[config.mk]
export PLATFORM = sky130hd
export DESIGN_NAME = lzpf_ctrl
export DESIGN_NICKNAME = d
export VERILOG_FILES = /design/src/design/lzpf_pkg.sv /design/src/design/lzpf_ctrl.sv
export SDC_FILE = /design/constraint.sdc
export NUM_CORES = 1
export LEC_CHECK = 0
export ABC_AREA = 1
export ABC_CLOCK_PERIOD_IN_PS = 900
export BUFFER_PORTS_ARGS = -buffer_cell sky130_fd_sc_hd__clkbuf_2
export CAP_MARGIN = 20
export CORE_AREA = 8 8 45 47
export CTS_BUF_LIST = sky130_fd_sc_hd__clkbuf_2
export DETAILED_ROUTE_END_ITERATION = 7
export DIE_AREA = 0 0 53 55
export GPL_TIMING_DRIVEN = 0
export HOLD_SLACK_MARGIN = 0.12
export PLACE_DENSITY = 0.4
export SLEW_MARGIN = 20
export SYNTH_ARGS = -nofsm -noshare
export SYNTH_HDL_FRONTEND = slang
export SYNTH_SLANG_ARGS = --single-unit
[constraint.sdc]
create_clock -name clock -period 0.9 [get_ports clock]
set_input_delay 0.18 -clock clock [delete_from_list [all_inputs] [get_ports clock]]
set_output_delay 0.18 -clock clock [all_outputs]
set_load 0.02 [all_outputs]
[src/design/lzpf_pkg.sv]
// Shared constants, types and command/status bundles for the LZ77 factor decoder.
package lzpf_pkg;

   localparam int HISTORY_DEPTH  = 65536;
   localparam int HIST_AW        = $clog2(HISTORY_DEPTH);
   localparam int MAX_LOG_LENGTH = 7;
   localparam int COUNT_W        = MAX_LOG_LENGTH;
   localparam int LOG_W          = 3;
   localparam int POS_W          = 32;
   localparam int BYTE_W         = 8;

   localparam logic [POS_W-1:0] HIST_DEPTH_W = POS_W'(HISTORY_DEPTH);
   localparam logic [LOG_W-1:0] MAX_LOG_W    = LOG_W'(MAX_LOG_LENGTH);

   typedef enum logic [1:0] {
      ST_IDLE,
      ST_DECODE,
      ST_COPY
   } state_type;

   typedef enum logic [1:0] {
      KIND_COPY,
      KIND_LIT,
      KIND_ERR
   } kind_type;

   typedef struct packed {
      logic load_req;
      logic start_copy;
      logic issue_copy;
      logic issue_lit;
      logic issue_err;
   } cmd_type;

   typedef struct packed {
      logic pend;
      logic can_issue;
      logic zero_lit;
      logic literal;
      logic bad_ref;
      logic last_copy;
      logic fifo_full;
      logic landing;
   } sts_type;

   typedef struct packed {
      logic [BYTE_W-1:0] out_byte;
      logic              last_of_run;
      logic              bad_reference;
   } rsp_type;

endpackage

[src/design/lzpf_ctrl.sv]
// Controller: state machine that sequences decode, literal, error and copy requests.
module lzpf_ctrl
   import lzpf_pkg::*;
(
   input  logic    clock,
   input  logic    reset,
   input  logic    req_valid,
   output logic    req_ready,
   input  sts_type sts,
   output cmd_type cmd
);

   state_type state_ff, state_in;

   always_ff @(posedge clock) begin
      if (reset) begin
         state_ff <= ST_IDLE;
      end else begin
         state_ff <= state_in;
      end
   end

   always_comb begin
      state_in = state_ff;
      case (state_ff)
         ST_IDLE: begin
            if (req_valid) begin
               state_in = ST_DECODE;
            end
         end
         ST_DECODE: begin
            if (!sts.pend) begin
               if (sts.zero_lit) begin
                  state_in = ST_IDLE;
               end else if (sts.can_issue) begin
                  if (sts.literal || sts.bad_ref) begin
                     state_in = ST_IDLE;
                  end else begin
                     state_in = ST_COPY;
                  end
               end
            end
         end
         ST_COPY: begin
            if (sts.can_issue && sts.last_copy) begin
               state_in = ST_IDLE;
            end
         end
         default: state_in = ST_IDLE;
      endcase
   end

   always_comb begin
      req_ready = 1'b0;
      cmd       = '0;
      case (state_ff)
         ST_IDLE: begin
            req_ready    = 1'b1;
            cmd.load_req = req_valid;
         end
         ST_DECODE: begin
            if (!sts.pend && !sts.zero_lit && sts.can_issue) begin
               if (sts.literal) begin
                  cmd.issue_lit = 1'b1;
               end else if (sts.bad_ref) begin
                  cmd.issue_err = 1'b1;
               end else begin
                  cmd.start_copy = 1'b1;
               end
            end
         end
         ST_COPY: begin
            cmd.issue_copy = sts.can_issue;
         end
         default: begin
            req_ready = 1'b0;
         end
      endcase
   end

endmodule

Yosys cells after proc, flatten, opt, wreduce, memory -nomap -nowiden:

Index checks and enable logic that the tools add are counted.

* bits in registers: 2
* logic and storage cells: 34
* output and inout bits: 6

* reduce and logical (&&, ||, !) cells: 8
* equal/unequal tests: 6
* mux-type cells: 19

Operators by type and width (count)
* 2-bit two-way mux: 8
* 1-bit two-way mux: 10
* 2-bit inequality test, second input constant: 3
* 2-bit case mux with 3 select lines: 1
* 4-bit AND reduction: 1
* 1-bit logical AND: 3
* 3-bit inequality test, second input constant: 1
* 2-bit by 1-bit equality test with 1-bit output, second input constant: 1
* 2-bit equality test, second input constant: 1
* 1-bit logical NOT: 2
* 2-bit logical NOT: 1
* 1-bit logical OR: 1

Longest topological paths before layout:

* word-level depth: 6
* gate-level depth with buffers: 5
* gate-level depth less buffers: 5

Worst setup path before layout:

No wires, ideal clock.

* path kind: register to output
* from: register state_ff[1]
* to: output port cmd[0] (netlist bit)
* slack: -393 ps
* arrival time: 1113 ps
* stages on the path, launching flop included: 4
* path through: dfxtp_1 inv_1 nand2_1 nor4_1

RTL lines
* start: declaration: line lzpf_ctrl.sv:13 `state_type state_ff, state_in;`
* start signal: assignment: line lzpf_ctrl.sv:19 `state_ff <= state_in;`
* end: declaration: line lzpf_ctrl.sv:10 `output cmd_type cmd`

==> flow_metrics.env <==
export IMPL_status="finished, violations left"
export IMPL_violations="setup timing"
export IMPL_path_max_fanout=5
export IMPL_hold_viol_final=0
export IMPL_fin_crit_sh_pct=126
export IMPL_grt_pass1_vias=237
export IMPL_synth_compound_area_share_pct=12.8
export IMPL_period_needed_ns=1.14
export IMPL_finalPower_mw=0.329
export IMPL_coreArea_mm2=0.00138
export IMPL_synthSimpleGateAreaFrac_pct=47.4
export IMPL_end_kind="output port"
export IMPL_critPathArrivalTime_ns=0.96
export IMPL_seq_area_frac_synth_pct=24.1
export IMPL_vias_per_cell=3.77
export IMPL_rsz0062_at_grt="true"
export IMPL_antenna_found_initial=0
export IMPL_irDropWorstVdd_mv=0.375
export IMPL_p_leak_nw=0.184
export IMPL_clock_skew_ns=0.00450
export IMPL_root_buffer="clkbuf_2"
export IMPL_hp_class="in -> reg"
export IMPL_ant_nets=0
export IMPL_cts_tree="yes"
export IMPL_setup_ws_ns=-0.236
export IMPL_reg_largest_list="state_ff (2)"
export IMPL_start_util_pct=12.0
export IMPL_synth_fp_nets=38
export IMPL_fin_util_pct=26.9
export IMPL_first_pass_iters=1
export IMPL_grt_max_degree=6
export IMPL_post_synth_fa_ha_maj_area_fraction_pct=0
export IMPL_drc_errors=0
export IMPL_insertion_delay_ns=0.18
export IMPL_synthDistinctLibCells=14
export IMPL_port_buffers=14
export IMPL_setup_viol=7
export IMPL_layout_nets=59
export IMPL_drv_cap=0
export IMPL_met1_usage_pct=4.84
export IMPL_start_kind="flop"
export IMPL_cts_buffers_inserted=3
export IMPL_die_y_um=55
export IMPL_synth_area_per_cell_um2=6.16
export IMPL_die_width_um=53
export IMPL_crit_required_ns=0.72
export IMPL_num_antenna_cells=0
export IMPL_grt_util_met3_pct=1.34
export IMPL_power_density_mw_per_mm2=883
export IMPL_use_met2_pct=6.05
export IMPL_ios=17
export IMPL_vias=234
export IMPL_crit_type="reg -> out"
export IMPL_place_congestion=0.606
export IMPL_synthCells=27
export IMPL_clk_path_buf_depth=2
export IMPL_syn_to_final_growth_pct=124
export IMPL_rrSetupSlack_ns=-0.10
export IMPL_grt_busiest_layer="met2"
export IMPL_drive_gt1_share_pct=71.7
export IMPL_synthMuxAreaShare_pct=0
export IMPL_synth_xor_area_share_pct=0
export IMPL_clock_fmax_mhz=881
export IMPL_tightestPinTransition_ns=0.197
export IMPL_synth_area_um2=166
export IMPL_grt_pass1_wl_um=883
export IMPL_finalWirelength_um=569
export IMPL_die_area_mm2=0.00292
export IMPL_clkTransAtPathRegs_ns=0.02
export IMPL_drt_iter0_drc=0
export IMPL_rows=14
export IMPL_slew_headroom_pct=86.8
export IMPL_largest_reg_flops=2
export IMPL_overflow=0
export IMPL_cts_hold_buf=0
export IMPL_synth_top_family_by_area="simple AND/OR/NAND/NOR gates"
export IMPL_regMostFlops="state_ff"
export IMPL_clkSinkCount=2
export IMPL_ys_ff_latch=2
export IMPL_slew_violations=0
export IMPL_grtUsageTotal_pct=4.04
export IMPL_wl_per_cell_um=9.18
export IMPL_synth_warnings=0
export IMPL_h_tree_depth=1
-- cell usage after synthesis --
| cell | instances | area, um2 |
|---|---|---|
| inv_1 | 6 | 22.5 |
| nand2_1 | 4 | 15.0 |
| nor2_1 | 3 | 11.3 |
| dfxtp_1 | 2 | 40.0 |
| nand3_1 | 2 | 10.0 |
| nor2_2 | 2 | 12.5 |
| a21oi_1 | 1 | 5.00 |
| a21oi_2 | 1 | 8.76 |
| and3_2 | 1 | 7.51 |
| inv_2 | 1 | 3.75 |
| nand2_2 | 1 | 6.26 |
| nand3_2 | 1 | 10.0 |
| nor4_1 | 1 | 6.26 |
| o211ai_1 | 1 | 7.51 |
-- layout make-up --
type                    count  area, um2
inverters                   7       28.8
multi-input cells          18        130
well taps                  16       20.0
flip-flops and latches      2       47.5
clock buffers               3       15.0
fillers                   153       1010
repair buffers             16        131
-- cell usage in the layout, fill, tap and decap left out, drive strengths merged --
| master | count |
|---|---|
| a21oi | 2 |
| o211ai | 1 |
| dfxtp | 2 |
| nor2 | 5 |
| nand3 | 3 |
| buf | 6 |
| and3 | 1 |
| nor4 | 1 |
| clkbuf | 13 |
| inv | 7 |
| nand2 | 5 |
-- where the power goes --
part / switching, mW / total [mW] / internal, mW
clock: 0.0406 / 0.129 / 0.0881
combinational: 0.0550 / 0.103 / 0.0481
sequential: 0.00713 / 0.0975 / 0.0904
-- worst paths after layout --
check / startpoint / cells past startpoint / end
setup / recovery: state_ff[1]$_SDFFE_PP0P_ / 4 / cmd[0]
hold / removal: reset / 2 / state_ff[1]$_SDFFE_PP0P_
setup reg to reg: state_ff[0]$_SDFFE_PP0P_ / 6 / state_ff[1]$_SDFFE_PP0P_
hold reg to reg: state_ff[1]$_SDFFE_PP0P_ / 2 / state_ff[1]$_SDFFE_PP0P_
-- per-layer routing --
| layer | part of all wire [%] | routed length, um |
|---|---|---|
| met4 | 0 | 0 |
| met2 | 45 | 255 |
| met1 | 46 | 260 |
| met3 | 9.3 | 53 |
| met5 | 0 | 0 |
-- metrics by stage --
stage          hold WS, ns  worst slack [ns]  setup TNS, ns  cell area [um2]  instances
3_3_place_gp         0.367            -0.210         -0.526              274         57
3_5_place_dp         0.365            -0.207         -0.524              274         57
5_1_grt              0.162            -0.310          -1.72              373         62
2_1_floorplan        0.242           -0.0937         -0.241              184         27
4_1_cts              0.160            -0.287          -1.35              357         61
6_report             0.173            -0.236          -1.24              373         62
-- worst max-delay path, cell delays in order (launching register included) --
cell	delay (ns)
dfxtp_4	0.35
inv_2	0.07
nand2_4	0.05
nor4_4	0.13
buf_4	0.18
-- kinds of logic after synthesis --
kind of cell / after synthesis
buffers and inverters: 7
flip-flops: 2
AO/OA/AOI/OAI: 3
AND/OR/NAND/NOR: 15
-- repair_timing --
action                     in CTS  in global routing
setup endpoints to repair       6                  7
pin swaps                       1                  0
resized for setup              18                  6
setup buffers                   1                  1
Note: power is estimated with default switching activity, not from simulation.
